`src/hdl/gd2a_queue.sv`:
```
// small register fifo with occupancy count
module gd2a_queue #(
    parameter int WIDTH = 8,
    parameter int DEPTH = 2,
    parameter int PW    = (DEPTH > 1) ? $clog2(DEPTH) : 1,
    parameter int CW    = $clog2(DEPTH + 1)
) (
    input  logic             clk,
    input  logic             rst_n,
    input  logic             push,
    input  logic [WIDTH-1:0] push_data,
    input  logic             pop,
    output logic [WIDTH-1:0] pop_data,
    output logic             empty,
    output logic             full,
    output logic [CW-1:0]    count
);

    logic [WIDTH-1:0] mem [DEPTH];
    logic [PW-1:0]    wr_ptr_reg;
    logic [PW-1:0]    wr_ptr_next;
    logic [PW-1:0]    rd_ptr_reg;
    logic [PW-1:0]    rd_ptr_next;
    logic [CW-1:0]    count_reg;
    logic [CW-1:0]    count_next;

    always_comb
    begin
        wr_ptr_next = wr_ptr_reg;
        rd_ptr_next = rd_ptr_reg;
        count_next  = count_reg;
        if (push)
        begin
            wr_ptr_next = (wr_ptr_reg == PW'(DEPTH - 1)) ? '0 : wr_ptr_reg + 1'b1;
        end
        if (pop)
        begin
            rd_ptr_next = (rd_ptr_reg == PW'(DEPTH - 1)) ? '0 : rd_ptr_reg + 1'b1;
        end
        if (push && !pop)
        begin
            count_next = count_reg + 1'b1;
        end
        else if (pop && !push)
        begin
            count_next = count_reg - 1'b1;
        end
    end

    always_ff @(posedge clk or negedge rst_n)
    begin
        if (!rst_n)
        begin
            wr_ptr_reg <= '0;
            rd_ptr_reg <= '0;
            count_reg  <= '0;
        end
        else
        begin
            wr_ptr_reg <= wr_ptr_next;
            rd_ptr_reg <= rd_ptr_next;
            count_reg  <= count_next;
        end
    end

    always_ff @(posedge clk)
    begin
        if (push)
        begin
            mem[wr_ptr_reg] <= push_data;
        end
    end

    assign pop_data = mem[rd_ptr_reg];
    assign empty    = (count_reg == '0);
    assign full     = (count_reg == CW'(DEPTH));
    assign count    = count_reg;

endmodule

```
`config.mk`:
```
export PLATFORM = sky130hd
export DESIGN_NAME = gd2a_queue
export DESIGN_NICKNAME = d
export VERILOG_FILES = /design/src/hdl/gd2a_queue.sv
export SDC_FILE = /design/constraint.sdc
export NUM_CORES = 1
export LEC_CHECK = 0
export BUFFER_PORTS_ARGS = -buffer_cell sky130_fd_sc_hd__buf_2
export CORE_MARGIN = 2
export CORE_UTILIZATION = 43
export CTS_CLUSTER_DIAMETER = 120
export CTS_CLUSTER_SIZE = 24
export DETAILED_ROUTE_END_ITERATION = 12
export GPL_ROUTABILITY_DRIVEN = 0
export PLACE_DENSITY = 0.71
export SKIP_CTS_REPAIR_TIMING = 1
export SLEW_MARGIN = 40
export SYNTH_ARGS = -nofsm -noshare
export SYNTH_HDL_FRONTEND = slang
export SYNTH_SLANG_ARGS = --single-unit
```
`constraint.sdc`:
```
create_clock -name clk -period 1.2 [get_ports clk]
set_clock_uncertainty 0.1 [all_clocks]
set_input_delay 0.12 -clock clk [delete_from_list [all_inputs] [get_ports clk]]
set_output_delay 0.12 -clock clk [all_outputs]
set_load 0.01 [all_outputs]
```
==> out/results.ini <==
[clock_network]
cts_inserted_buffers=3
root_buffer=clkbuf_4
cts_max_level=1
clkSinkCount=20
cts_tree=built
cts.reportedPaths.clkPinSlew_ns=0.11
worst_skew_pair.late_latency_ns=0.29
max-clock-path-buffers=2

[critical_path]
reg2reg_from=rd_ptr_reg
worstPathRequired_ns=0.98
timing.critical_path.to_type=output pin
worst_r2r_endpoint=rd_ptr_reg
crit_path_max_fanout=3
crit_path_top_delay_cell=dfrtp_2
minimum_setup_slack_among_reg_to_reg_paths_ns=0.04
critPathTopFamily=flip-flops
worst-endpoint-arrival_ns=1.27
timing.critical_path.from=rd_ptr_reg
path_cells=buf_4 -> mux2_2 -> buf_6
worstRegToRegCells=4
cp_max_stage_delay_ns=0.40
cp_buf_inv_count=2
worst-setup-path-type=reg -> out
worst_setup_path_start_kind=flop

[routing]
via_count=484
drt_first_pass_iters=2
totalWireLength_um=1226
1st_iter_drt_viols=4
drcViolationCount=0
ant_nets=0
routed_wire_length_per_instance_um=11.05
avgViaCountPerCell=4.360

[synth]
synth.mux.area_fraction_pct=11.69
seq_area_frac_synth_pct=75.32
synthCells=41
synthesis.nets=54
synth_compound_gate_area_share_pct=0
synth.avg_cell_area_um2=18.80
yosys_register_bits=20
yosysTopAreaCellShare_pct=62.34
synth.top_cells.by_area=edfxtp_1 (62%), dfrtp_1 (13%), mux2_2 (12%)
adder_and_majority_cell_fraction_of_the_synthesized_area_pct=1.623
mappedNetlistArea_um2=770.7
synth_top_family_by_area=multiplexers
post_synth_xor_area_fraction_pct=5.682
number_of_warning_messages_in_the_yosys_log=0
yosys.cell_types.count=12
simple_gate_area_share_of_the_yosys_netlist_pct=3.734
yosys.area.top_type=edfxtp_1

[global_route]
grt_pass1_wl_um=1656
overflow_after_grt=0
grt_pass1_vias=418
grt_start_max_net_pins=12
grt_met1_usage_pct=14.36
globalRoute.busiestLayer=met2
grt.met2_usage_pct=18.06
grtUsageMet3_pct=3.529
global_route.usage.total_pct=11.93
initial_antenna_violation_count=0

[placed_design]
pre_cts_slack_ns=-0.07333
numPlacedInstances=92
io_buffer_count=23
place.detailed.hpwl_um=804.9

[timing]
achievable-frequency_mhz=671.2
final-hold-violation-count=0
max_slew_margin_pct=90.07
setup-violations-final=9
rsz0062_at_grt=true
period_minus_slack_ns=1.490
drv_slew=0
worstMarginPinSlew_ns=0.1489
layout_setup_ws_ns=-0.2899
final.period_utilization_pct=124.2
final.setup.tns_ns=-2.348

[die]
floorplan.io_pins=24
die_width_um=46.34
die-area_um2=2147
die_y_um=46.34
starting_density_of_the_core_pct=45.13
floorplan.rows=15
core_area_um2=1708

[layout]
fin_nets=100
areaGrowthSynthToFinish_pct=54.06
ant_diodes=0
multi_input_area_um2=177.7
max_reg_flops=16
final-seq-area_um2=583.1
drive_above_1_share_pct=54.65
layoutNonFillerInstCount=111
layout.filler_cells=119

[power]
powerDensity_nw_per_um2=2099
reported_leakage_power_nw=0.4959
worst_ir_drop_vdd_uv=1109

[flow_run]
max_cap_viol_count=0

[status]
violations=negative setup slack
run_status=finished, violations left

[hold_path]
timing.hold.worst.class=in -> async

-- per-stage QoR --
step                      hold WS, ns  utilization, %  cell area (µm²)  total power [mW]
after floorplan               -0.2756               -            773.2             1.505
after global placement        -0.1677           55.68            950.9             1.800
after detailed placement      -0.1686           55.68            950.9             1.816
after CTS                     -0.4971           57.80            987.2             2.191
after global routing          0.06237           69.52             1187             2.641
final                         0.04616           69.52             1187             2.492
-- cells in the final DEF, fill, tap and decap left out, drive strengths merged, types with 2 or more instances in the layout --
cell,n
dlygate4sd3,11
xor2,4
buf,31
edfxtp,16
dfrtp,4
mux2,8
clkbuf,4
nor2,2
-- report_power, final --
group	leakage (nW)	internal, mW	switching, mW
registers	0.195	0.949	0.102
clock network	0.0210	0.185	0.190
logic	0.280	0.665	0.402
-- per-layer routing --
layer | vias to the layer above | share of wire (%)
li1 | 236 | -
met1 | 228 | 44
met2 | 16 | 49
met3 | 4 | 4.3
met4 | 0 | 2.1
met5 | - | 0
-- cells in the mapped netlist (all sizes together) --
master   n
and2b    1
ha       1
mux2     8
buf      1
and2     1
xnor2    1
xor2     4
dfrtp    4
nor2b    1
edfxtp  16
inv      1
nor2     2
-- layout make-up --
type / count / area share [%]
Clock buffer: 4 / 3.056
Tap cell: 25 / 2.634
Multi-Input combinational cell: 19 / 14.96
Inverter: 1 / 0.3161
Sequential cell: 20 / 49.10
Timing Repair Buffer: 42 / 29.93
-- worst reg2reg max path, cell delays in order (launching register included) --
cell	delay, ns
dfrtp_2	0.44
buf_6	0.13
buf_4	0.12
buf_4	0.12
xor2_1	0.14
-- how the worst max path moves through the flow --
| stage | end | slack (ns) | cells past startpoint |
|---|---|---|---|
| 6_report | pop_data[4] | -0.29 | 3 |
| 5_1_grt | pop_data[2] | -0.35 | 3 |
| 4_1_cts | pop_data[3] | -0.42 | 2 |
| 3_5_place_dp | pop_data[6] | -0.07 | 2 |
| 3_3_place_gp | pop_data[1] | -0.06 | 2 |
| 2_1_floorplan | mem[0][0] | 0.1 | 1 |
-- kinds of logic after synthesis --
family | Yosys count
xor gates and xnor gates | 5
and+or+nand+nor | 5
DFF | 20
buffers and inverters | 2
muxes | 8
adders and majority gates | 1
Power figures use the tool's default switching activity.
