[config.mk]
export PLATFORM = sky130hd
export DESIGN_NAME = gd2a_front
export DESIGN_NICKNAME = d
export VERILOG_FILES = /design/src/hdl/gd2a_pkg.sv /design/src/hdl/gd2a_front.sv
export SDC_FILE = /design/constraint.sdc
export NUM_CORES = 1
export LEC_CHECK = 0
export ABC_AREA = 1
export BUFFER_PORTS_ARGS = -buffer_cell sky130_fd_sc_hd__buf_2
export CAP_MARGIN = 20
export CORE_ASPECT_RATIO = 1.1
export CORE_UTILIZATION = 40
export CTS_BUF_LIST = sky130_fd_sc_hd__clkbuf_8
export DETAILED_ROUTE_END_ITERATION = 6
export GPL_ROUTABILITY_DRIVEN = 0
export HOLD_SLACK_MARGIN = 0.15
export REMOVE_ABC_BUFFERS = 1
export SETUP_SLACK_MARGIN = 0.1
export SLEW_MARGIN = 20
export SYNTH_ARGS = -nofsm -noshare
export SYNTH_HDL_FRONTEND = slang
export SYNTH_SLANG_ARGS = --single-unit
[constraint.sdc]
create_clock -name clk -period 3.5 [get_ports clk]
set_clock_uncertainty 0.05 [all_clocks]
set_input_delay 0.175 -clock clk [delete_from_list [all_inputs] [get_ports clk]]
set_output_delay 0.175 -clock clk [all_outputs]
set_load 0.005 [all_outputs]
[src/hdl/gd2a_pkg.sv]
// shared types and constants of the 2x2 average downscaler
package gd2a_pkg;

    localparam int WIDTH_BITS  = 13;
    localparam int HEIGHT_BITS = 16;
    localparam int DATA_BITS   = 16;
    localparam int INDEX_BITS  = 1;

    localparam logic [WIDTH_BITS-1:0]  RESET_WIDTH  = 13'd640;
    localparam logic [HEIGHT_BITS-1:0] RESET_HEIGHT = 16'd480;

    localparam logic [INDEX_BITS-1:0] REG_FRAME_WIDTH  = 1'b0;
    localparam logic [INDEX_BITS-1:0] REG_FRAME_HEIGHT = 1'b1;

    typedef enum logic {
        OP_STORE,
        OP_EMIT
    } op_t;

    typedef struct packed {
        op_t  op;
        logic row_done;
        logic frame_done;
    } ctl_t;

    typedef struct packed {
        logic [DATA_BITS-1:0] gray;
        logic                 row_done;
        logic                 frame_done;
    } result_t;

endpackage

[src/hdl/gd2a_front.sv]
// front end: frame registers, position counters, pair sums and request classification
module gd2a_front #(
    parameter int MAX_COLUMNS = 4096,
    parameter int SAMPLE_BITS = 16,
    parameter int AW          = (MAX_COLUMNS / 2 > 1) ? $clog2(MAX_COLUMNS / 2) : 1,
    parameter int PW          = SAMPLE_BITS + 1
) (
    input  logic                            clk,
    input  logic                            rst_n,
    input  logic                            wr_en,
    input  logic [gd2a_pkg::INDEX_BITS-1:0] wr_index,
    input  logic [gd2a_pkg::HEIGHT_BITS-1:0] wr_data,
    input  logic                            in_valid,
    input  logic                            queue_full,
    output logic                            in_stall,
    input  logic [gd2a_pkg::DATA_BITS-1:0]  pixel_value,
    output logic                            cmd_push,
    output gd2a_pkg::ctl_t                  cmd_ctl,
    output logic [AW-1:0]                   cmd_addr,
    output logic [PW-1:0]                   cmd_pair
);

    localparam int CW     = $clog2(MAX_COLUMNS);
    localparam int WB     = gd2a_pkg::WIDTH_BITS;
    localparam int HB     = gd2a_pkg::HEIGHT_BITS;
    localparam int CMP_W  = ((CW > WB) ? CW : WB) + 2;
    localparam int RCMP_W = HB + 2;
    localparam int CLAMP  = (MAX_COLUMNS > (1 << WB) - 1) ? (1 << WB) - 1 : MAX_COLUMNS;

    logic [WB-1:0]          width_reg;
    logic [HB-1:0]          height_reg;
    logic [CW-1:0]          col_reg;
    logic [CW-1:0]          col_next;
    logic [HB-1:0]          row_reg;
    logic [HB-1:0]          row_next;
    logic [SAMPLE_BITS-1:0] left_reg;
    logic [SAMPLE_BITS-1:0] left_next;

    logic [WB-1:0]          w_eff;
    logic [HB-1:0]          h_eff;
    logic [CMP_W-1:0]       c_ext;
    logic [CMP_W-1:0]       w_ext;
    logic [RCMP_W-1:0]      r_ext;
    logic [RCMP_W-1:0]      h_ext;
    logic [SAMPLE_BITS-1:0] px;
    logic                   accept;
    logic                   pair_col;
    logic                   last_col;
    logic                   last_row;
    logic                   row_ok;
    logic                   rdone;

    always_comb
    begin
        if (width_reg == '0)
        begin
            w_eff = WB'(1);
        end
        else if (width_reg > WB'(CLAMP))
        begin
            w_eff = WB'(CLAMP);
        end
        else
        begin
            w_eff = width_reg;
        end
        h_eff = (height_reg == '0) ? HB'(1) : height_reg;
    end

    assign px       = pixel_value[SAMPLE_BITS-1:0];
    assign accept   = in_valid && !queue_full;
    assign in_stall = queue_full;

    assign c_ext    = CMP_W'(col_reg);
    assign w_ext    = CMP_W'(w_eff);
    assign r_ext    = RCMP_W'(row_reg);
    assign h_ext    = RCMP_W'(h_eff);

    assign pair_col = col_reg[0] && (c_ext + 1'b1 <= w_ext);
    assign last_col = (c_ext + 1'b1 >= w_ext);
    assign last_row = (r_ext + 1'b1 >= h_ext);
    assign row_ok   = (r_ext + 1'b1 <= h_ext);
    assign rdone    = (c_ext + CMP_W'(3) > w_ext);

    always_comb
    begin
        col_next  = col_reg;
        row_next  = row_reg;
        left_next = left_reg;
        cmd_push  = 1'b0;
        cmd_ctl.op         = gd2a_pkg::OP_STORE;
        cmd_ctl.row_done   = rdone;
        cmd_ctl.frame_done = rdone && (r_ext + RCMP_W'(3) > h_ext);
        cmd_addr  = AW'(col_reg >> 1);
        cmd_pair  = PW'(left_reg) + PW'(px);
        if (accept)
        begin
            if (!col_reg[0])
            begin
                left_next = px;
            end
            else if (pair_col)
            begin
                if (!row_reg[0])
                begin
                    cmd_push = 1'b1;
                end
                else if (row_ok)
                begin
                    cmd_push   = 1'b1;
                    cmd_ctl.op = gd2a_pkg::OP_EMIT;
                end
            end
            if (last_col)
            begin
                col_next = '0;
                row_next = last_row ? '0 : row_reg + 1'b1;
            end
            else
            begin
                col_next = col_reg + 1'b1;
            end
        end
    end

    always_ff @(posedge clk or negedge rst_n)
    begin
        if (!rst_n)
        begin
            width_reg  <= gd2a_pkg::RESET_WIDTH;
            height_reg <= gd2a_pkg::RESET_HEIGHT;
            col_reg    <= '0;
            row_reg    <= '0;
            left_reg   <= '0;
        end
        else
        begin
            if (wr_en)
            begin
                unique case (wr_index)
                    gd2a_pkg::REG_FRAME_WIDTH:  width_reg  <= wr_data[WB-1:0];
                    gd2a_pkg::REG_FRAME_HEIGHT: height_reg <= wr_data;
                    default: ;
                endcase
            end
            col_reg  <= col_next;
            row_reg  <= row_next;
            left_reg <= left_next;
        end
    end

endmodule

==> results of run 1 <==
==> cell usage in the layout (no fill, tap or decap), types with 2 or more instances in the layout <==
| master | n |
|---|---|
| clkbuf_8 | 9 |
| nand4_1 | 10 |
| nand2_1 | 196 |
| nand2_4 | 2 |
| o21a_1 | 2 |
| dfrtp_1 | 58 |
| dfrtp_2 | 9 |
| ha_2 | 3 |
| ha_1 | 73 |
| buf_2 | 69 |
| inv_6 | 2 |
| a21oi_2 | 2 |
| o22ai_1 | 9 |
| nor4_1 | 11 |
| xor2_2 | 3 |
| nor2_1 | 49 |
| a21o_1 | 4 |
| o21ai_2 | 11 |
| nor2_4 | 9 |
| o21ai_0 | 55 |
| buf_4 | 16 |
| inv_1 | 106 |
| nand2_2 | 8 |
| dfstp_2 | 6 |
| a21oi_1 | 38 |
| xnor2_1 | 11 |
| xor2_1 | 46 |
| nor3_1 | 7 |
| dlygate4sd3_1 | 35 |
| nand3_2 | 4 |
| nand3_1 | 37 |
| mux2_2 | 15 |
| clkinvlp_4 | 2 |
| nor2_2 | 7 |
==> worst max path at each step <==
stage                     cells after the start          to
final                                        15  cmd_ctl[2]
after floorplan                              16  row_reg[0]
after global routing                         17  cmd_ctl[2]
after detailed placement                     16  cmd_ctl[0]
after CTS                                    16  cmd_ctl[0]
after global placement                       12  cmd_ctl[0]
==> power by group <==
group	internal, W	switching, W	total (W)
sequential	0.00105	0.000180	0.00123
combinational	0.00109	0.00143	0.00253
clock	0.000330	0.000349	0.000679
==> what timing repair did <==
| action | 4_1_cts | 5_1_grt |
|---|---|---|
| cloned | 0 | 0 |
| endpoints found under the setup margin | 4 | 4 |
| pin swaps | 0 | 3 |
| resized for setup | 7 | 42 |
| hold buffers | 35 | 0 |
| hold endpoints to repair | 114 | 0 |
| buffers inserted | 0 | 11 |
==> synthesized netlist by cell type, types with 11 or more instances <==
master	number	area share [%]
a21oi_1	40	3.2
buf_4	16	1.9
dfrtp_1	67	27
ha_1	76	15
inv_1	106	6.3
mux2_2	15	2.7
nand2_1	200	12
nand3_1	38	3.0
nor2_1	57	3.4
nor4_1	13	1.3
o21ai_0	56	4.4
xnor2_1	11	1.5
xor2_1	49	6.8
==> through the flow <==
step	area [µm²]	util [%]	std cells
final	7560	49.7	1138
after global routing	7560	49.7	1138
after CTS	7330	48.1	1127
after detailed placement	6760	44.4	1076
after global placement	6760	44.4	1076
after floorplan	6140	-	806
==> worst min-delay path, cell delays in order <==
cell	delay (ps)
buf_2	90
inv_1	110
o21ai_0	90
o21ai_0	100
==> per-layer routing <==
metal	vias up	wire length (µm)	global-route usage, %	part of all wire (%)
met5	-	0	0	0
met4	0	263	6.24	1.7
li1	2939	-	-	-
met2	121	7000	32.8	45
met1	2575	7720	27.3	49
met3	20	703	4.21	4.5
==> area by class of cell <==
cell class | count | area (µm²)
Fill cell | 1498 | 7670
Multi-Input combinational cell | 627 | 4060
Sequential cell | 73 | 1850
Timing Repair Buffer | 120 | 816
Inverter | 106 | 398
Tap cell | 196 | 245
Clock buffer | 9 | 124
Clock inverter | 7 | 71.3
==> kinds of logic (layout without fill, tap and decap cells) <==
logic type / Yosys count / in the layout / synth area share (%)
flops: 73 / 73 / 29.0
buf+inv: 136 / 242 / 9.24
compound gates: 126 / 126 / 11.2
mux: 15 / 15 / 2.67
simple gates: 349 / 349 / 24.2
xor+xnor: 60 / 60 / 8.31
fa+ha+maj: 77 / 77 / 15.4
==> impl_metrics.py, run 1 <==
metrics = {
    "sta": {
        "worst_slew_pin_slew_ps": 936,
        "setup_slack_ps": 310,
        "final_hold_viol_count": 0,
        "setup_tns_ps": 0,
        "fmax_ghz": 0.313,
        "slew_violations": 0,
        "finalSetupViolations": 0,
        "period_share_pct": 91.2,
        "relSlewSlack_pct": 37.6,
        "timing.final.crit_period_ps": 3190,
        "holdWs_ps": 186,
        "rsz0062_at_grt": "no",
    },
    "synthesis": {
        "ys.warnings.count": 0,
        "synthArstFlopShare_pct": 100,
        "synth_area_per_cell_um2": 7.56,
        "synth.ff_latch_count": 73,
        "synth_area_um2": 6320,
        "synth_flop_cell": "dfrtp_1",
        "ys_seq_area_share_pct": 29.0,
        "synth_cells": 836,
        "synth-edff-count": 0,
        "synth.distinct_cells": 39,
    },
    "clocking": {
        "cts_buffer_depth": 2,
        "cts.sinks": 73,
        "cts_tree": "done",
        "numCtsBuffers": 9,
        "clk_pin_slew_worst_paths_ps": 80,
        "root_buffer": "clkbuf_8",
        "clock_latency_ps": 380,
        "cts.htree.levels": 3,
    },
    "grt": {
        "overflow": 0,
        "grt_usage_pct": 20.4,
        "antenna_found_initial": 0,
        "grt_first_pass_wirelength_mm": 26.0,
        "grt_pass1_vias": 5530,
        "grt_max_degree": 74,
    },
    "cells_and_area": {
        "antennaDiodeCount": 0,
        "nets": 1052,
        "drive_gt1_share_pct": 19.9,
        "area_growth_pct": 19.6,
    },
    "detailed_routing": {
        "wl_mm": 15.7,
        "dr.pass1.iters": 4,
        "avgViaCountPerCell": 4.97,
        "avgRoutedWirePerCell_um": 13.8,
        "antenna_left": 0,
        "num_vias": 5655,
        "drt_iter0_markers": 332,
        "drc": 0,
    },
    "worst_setup_path": {
        "path_cells": "ha_2, nand2_1, nor2_4, nand2_1, xor2_1, inv_1, ha_1, nand3_1, inv_1, a21oi_2, nand2_1, a21oi_4, nand2_1, nor2_1, buf_2",
        "rr_worst_depth": 14,
        "r2r_start": "width_reg[4]",
        "worst_ep_arrival_time_ps": 2970,
        "crit_family": "simple AND/OR/NAND/NOR gates",
        "cp-startpoint": "col_reg[0]",
        "timing.critical_path.mode_cell": "nand2_1",
        "r2r-end": "row_reg[8]",
        "cp.required_ps": 3270,
        "r2r_slack_ps": 620,
        "crit_fanout": 4,
        "cp_num_buf_inv": 3,
        "cpPeakStageDelay_ps": 430,
        "start_kind": "flip-flop",
        "slowest_stage": "dfrtp_1",
        "endpoint_kind": "output pin",
        "critical_path_class": "reg -> out",
    },
    "floorplan": {
        "row_count": 47,
        "die_y_um": 134,
        "design.die.area_um2": 16300,
        "initial_core_util_pct": 41.5,
        "core_area_um2": 15200,
        "die_width_um": 122,
        "design.portCount": 71,
    },
    "outcome": {
        "outcome": "complete, no violations",
    },
    "power_and_ir_drop": {
        "powerDensity_nw_per_um2": 587,
        "vdd_drop_max_mv": 0.254,
        "p_total_w": 0.00444,
        "total_leakage_power_nw": 3.91,
    },
    "place": {
        "port_buffers": 70,
        "dp_hpwl_mm": 12.0,
        "pre_cts_ws_ps": 317,
    },
    "hold_path": {
        "whs_path_depth": 4,
        "min_path_type": "in -> reg",
        "holdCritStartpoint": "in_valid",
        "hold_end": "col_reg[2]",
    },
    "run": {
        "drv_cap": 0,
    },
}
Note: power is estimated with default switching activity, not from simulation.
==> inputs of run 2 (changes only) <==
==> constraint.sdc (replaced) <==
create_clock -name clk -period 3.7 [get_ports clk]
set_clock_uncertainty 0.05 [all_clocks]
set_input_delay 0.185 -clock clk [delete_from_list [all_inputs] [get_ports clk]]
set_output_delay 0.185 -clock clk [all_outputs]
set_load 0.005 [all_outputs]
==> impl_metrics.py, run 2 (synthesis gave the netlist of run 1 again) <==
metrics = {
    "outcome": {
        "outcome": "complete, no violations",
    },
    "sta": {
        "slew_violations": 0,
        "fmax_ghz": 0.292,
        "relSlewSlack_pct": 38.0,
        "holdWs_ps": 190,
        "setup_tns_ps": 0,
        "final_hold_viol_count": 0,
        "rsz0062_at_grt": "yes",
        "worst_slew_pin_slew_ps": 930,
        "timing.final.crit_period_ps": 3420,
        "finalSetupViolations": 0,
        "period_share_pct": 92.6,
    },
    "grt": {
        "antenna_found_initial": 0,
        "grt_usage_pct": 20.4,
        "overflow": 0,
        "grt_max_degree": 74,
        "grt_first_pass_wirelength_mm": 25.8,
        "grt_pass1_vias": 5372,
    },
    "clocking": {
        "clock_latency_ps": 370,
        "root_buffer": "clkbuf_8",
        "cts_setup_buffers": 0,
        "cts_tree": "done",
        "numCtsBuffers": 9,
        "cts.htree.levels": 3,
        "cts_buffer_depth": 2,
        "cts.sinks": 73,
        "clk_pin_slew_worst_paths_ps": 80,
    },
    "floorplan": {
        "row_count": 47,
        "die_width_um": 122,
        "design.die.area_um2": 16300,
        "initial_core_util_pct": 41.5,
        "core_area_um2": 15200,
        "die_y_um": 134,
        "design.portCount": 71,
    },
    "power_and_ir_drop": {
        "vdd_drop_max_mv": 0.261,
        "powerDensity_nw_per_um2": 565,
        "total_leakage_power_nw": 3.85,
    },
    "detailed_routing": {
        "avgViaCountPerCell": 4.99,
        "antenna_left": 0,
        "avgRoutedWirePerCell_um": 14.1,
        "wl_mm": 15.9,
        "num_vias": 5617,
        "dr.pass1.iters": 5,
        "drt_iter0_markers": 307,
        "drc": 0,
    },
    "worst_setup_path": {
        "crit_fanout": 7,
        "start_kind": "flip-flop",
        "worst_ep_arrival_time_ps": 3190,
        "endpoint_kind": "output pin",
        "critical_path_class": "reg -> out",
        "cp.required_ps": 3460,
    },
    "cells_and_area": {
        "fillCellCount": 1520,
        "nets": 1039,
        "layout_commonest_cell": "nand2_1",
        "mostFrequentLayoutCells": "nand2_1 (199), inv_1 (108), ha_1 (76)",
        "antennaDiodeCount": 0,
        "drive_gt1_share_pct": 15.3,
        "area_growth_pct": 16.1,
    },
    "hold_path": {
        "min_path_type": "in -> reg",
    },
    "place": {
        "port_buffers": 70,
        "dp_hpwl_mm": 12.2,
    },
    "run": {
        "drv_cap": 0,
    },
}
-- run 2: changes by cell type in the layout (fill, tap and decap cells not counted), moves of 3 or more --
cell / previous run / this run
buf_4: 16 / 3
dfrtp_2: 9 / 2
ha_1: 73 / 76
nor2_1: 49 / 57
nor2_4: 9 / 3
xor2_2: 3 / 0
nand2_1: 196 / 199
dfrtp_1: 58 / 65
xor2_1: 46 / 49
ha_2: 3 / 0
-- run 2: critical path, stage by stage, from the launching register on --
cell and delay [ps]:
dfrtp_2 440, inv_1 110, ha_1 240, nor2_1 230, nand2_1 140, nor2_2 200, xor2_1 220, inv_1 70
ha_1 280, a21oi_1 160, o21a_1 140, nand2_1 50, a21oi_1 200, nor2_1 70, nor2_1 80, nor2_1 40
buf_2 140
-- run 2: stage by stage --
stage	total power (W)	utilization [%]	instance area, µm²	std cells	setup slack (ps)
global placement	0.00338	44.3	6750	1074	323
floorplan	0.00267	-	6140	806	806
finish	0.00415	48.2	7340	1125	275
CTS	0.00416	48.1	7320	1125	114
detailed placement	0.00339	44.3	6750	1074	435
global route	0.00455	48.2	7340	1125	53.1
-- run 2: final timing paths --
| kind | from | to | slack (ps) | depth (start not counted) |
|---|---|---|---|---|
| hold / removal | in_valid | col_reg[2] | 190 | 4 |
| min in group asynchronous | rst_n | left_reg[0] | 420 | 2 |
| max in group asynchronous | rst_n | col_reg[2] | 2500 | 2 |
| setup / recovery | row_reg[0] | cmd_ctl[0] | 280 | 16 |
| setup reg to reg | width_reg[0] | row_reg[6] | 600 | 14 |
| hold reg to reg | left_reg[5] | left_reg[5] | 460 | 1 |
-- run 2: timing repair --
action	CTS	global route
endpoints found under the setup margin	1	4
hold endpoints to repair	114	0
resized for setup	1	6
gates cloned	0	0
hold buffers	35	0
-- run 2: final cells by class --
cell class | instances | area, µm² | area share (%)
Clock inverter | 6 | 83.8 | 1.14
Timing Repair Buffer | 107 | 718 | 9.79
Multi-Input combinational cell | 627 | 3920 | 53.4
Inverter | 106 | 398 | 5.42
Clock buffer | 10 | 138 | 1.88
Sequential cell | 73 | 1840 | 25.0
Tap cell | 196 | 245 | 3.34
-- run 2: layer usage --
layer	track usage, %	vias up	wire (µm)
met5	0	-	0
met4	6.79	0	210
met3	2.42	12	618
met2	34.0	121	7330
met1	27.3	2573	7730
li1	-	2911	-
-- run 2: where the power goes --
part / switching (W) / internal, W / total (W)
Clock: 0.000316 / 0.000394 / 0.000711
Sequential: 0.000173 / 0.000994 / 0.00117
Combinational: 0.00131 / 0.000958 / 0.00227
Total: 0.00180 / 0.00235 / 0.00415
==> inputs of run 3 (changes only) <==
--- a/config.mk
+++ b/config.mk
@@ -8,7 +8,6 @@
 export ABC_AREA = 1
 export BUFFER_PORTS_ARGS = -buffer_cell sky130_fd_sc_hd__buf_2
 export CAP_MARGIN = 20
-export CORE_ASPECT_RATIO = 1.1
 export CORE_UTILIZATION = 40
 export CTS_BUF_LIST = sky130_fd_sc_hd__clkbuf_8
 export DETAILED_ROUTE_END_ITERATION = 6
==> impl_metrics.py, run 3 (synthesis gave the netlist of run 1 again) <==
metrics = {
    "outcome": {
        "outcome": "complete, no violations",
    },
    "power_and_ir_drop": {
        "vdd_drop_max_mv": 0.250,
        "total_leakage_power_nw": 3.84,
        "powerDensity_nw_per_um2": 560,
    },
    "place": {
        "placed_cells": 1091,
        "dp_hpwl_mm": 12.4,
        "port_buffers": 70,
    },
    "worst_setup_path": {
        "crit_fanout": 7,
        "cp.required_ps": 3460,
        "worst_ep_arrival_time_ps": 3090,
        "critical_path_class": "reg -> out",
        "cp-startpoint": "row_reg[0]",
        "r2r_start": "col_reg[0]",
        "start_kind": "flip-flop",
        "endpoint_kind": "output pin",
    },
    "clocking": {
        "root_buffer": "clkbuf_8",
        "clk_pin_slew_worst_paths_ps": 90,
        "clock_latency_ps": 370,
        "numCtsBuffers": 9,
        "cts_tree": "done",
        "cts.sinks": 73,
        "cts_buffer_depth": 2,
        "cts.htree.levels": 3,
        "cts_setup_buffers": 0,
    },
    "detailed_routing": {
        "avgRoutedWirePerCell_um": 14.2,
        "wl_mm": 16.2,
        "num_vias": 5609,
        "antenna_left": 0,
        "avgViaCountPerCell": 4.91,
        "drt_iter0_markers": 337,
        "drc": 0,
        "dr.pass1.iters": 5,
    },
    "floorplan": {
        "row_count": 45,
        "design.die.area_um2": 16300,
        "design.portCount": 71,
        "core_area_um2": 15300,
        "die_width_um": 128,
        "initial_core_util_pct": 41.3,
        "die_y_um": 128,
    },
    "sta": {
        "rsz0062_at_grt": "no",
        "final_hold_viol_count": 0,
        "slew_violations": 0,
        "period_share_pct": 89.8,
        "fmax_ghz": 0.301,
        "finalSetupViolations": 0,
        "relSlewSlack_pct": 33.1,
        "timing.final.crit_period_ps": 3320,
        "worst_slew_pin_slew_ps": 1000,
        "setup_tns_ps": 0,
    },
    "hold_path": {
        "holdCritStartpoint": "in_valid",
        "min_path_type": "in -> reg",
    },
    "grt": {
        "antenna_found_initial": 0,
        "grt_max_degree": 74,
        "grt_pass1_vias": 5415,
        "overflow": 0,
        "grt_usage_pct": 20.9,
        "grt_first_pass_wirelength_mm": 26.7,
    },
    "cells_and_area": {
        "antennaDiodeCount": 0,
        "nets": 1041,
        "multi_input_area_um2": 3930,
        "drive_gt1_share_pct": 15.7,
        "layout_commonest_cell": "nand2_1",
        "ff_latch_area_um2": 1840,
        "area_growth_pct": 16.4,
        "fin_cells": 1142,
        "mostFrequentLayoutCells": "nand2_1 (199), inv_1 (108), ha_1 (76)",
        "fillCellCount": 1586,
    },
    "run": {
        "drv_cap": 0,
    },
}
run 3: what timing repair did:
item | CTS | global route
hold buffers | 35 | 0
endpoints found under the setup margin | 0 | 4
resized for setup | 0 | 9
endpoints found under the hold margin | 114 | 0
run 3: layout make-up:
class / count / share of cell area (%)
Timing Repair Buffer: 109 / 9.96
Clock inverter: 6 / 0.833
Multi-Input combinational cell: 627 / 53.4
Clock buffer: 10 / 1.87
Tap cell: 211 / 3.59
Sequential cell: 73 / 24.9
Inverter: 106 / 5.40
run 3: where the power goes:
part           total (W)  leakage [nW]  switching (W)  internal (W)
sequential       0.00116         0.911       0.000171      0.000994
combinational    0.00230          2.83        0.00133      0.000972
clock           0.000657         0.102       0.000329      0.000328
run 3: critical path: stages (launching register included):
cell     delay, ps
dfrtp_1        470
ha_1           250
nand3_1        120
nor2_1         220
nand3_1        160
xor2_1         190
ha_1           280
nand2_1         80
inv_1           80
nand2_1         70
nor3_1         320
nor2_4          70
nand2_1        100
nand3_1         80
nand2_1         90
inv_1           50
buf_2          120
run 3: layer usage:
layer / vias to the layer above / GRT usage (%) / routed length, µm
li1: 2916 / - / -
met1: 2541 / 30.5 / 8220
met2: 137 / 32.3 / 7040
met3: 15 / 2.67 / 761
met4: 0 / 5.67 / 206
met5: - / 0 / 0
run 3: path summary, 6_finish.rpt:
path,slack [ps],cells after the start,endpoint
max,380,16,cmd_push
min,190,4,col_reg[10]
max reg2reg,850,15,row_reg[13]
min reg2reg,460,1,left_reg[8]
max in group asynchronous,2480,2,col_reg[2]
min in group asynchronous,450,2,row_reg[11]
run 3: stage by stage:
stage | util [%] | hold slack, ps | setup slack (ps) | instance area [µm²] | total power, W
floorplan | - | -161 | 806 | 6140 | 0.00267
global placement | 44.3 | 353 | 562 | 6780 | 0.00340
detailed placement | 44.3 | 345 | 567 | 6780 | 0.00342
CTS | 47.9 | 169 | 147 | 7330 | 0.00412
global route | 48.1 | 221 | 122 | 7360 | 0.00451
finish | 48.1 | 192 | 376 | 7360 | 0.00412
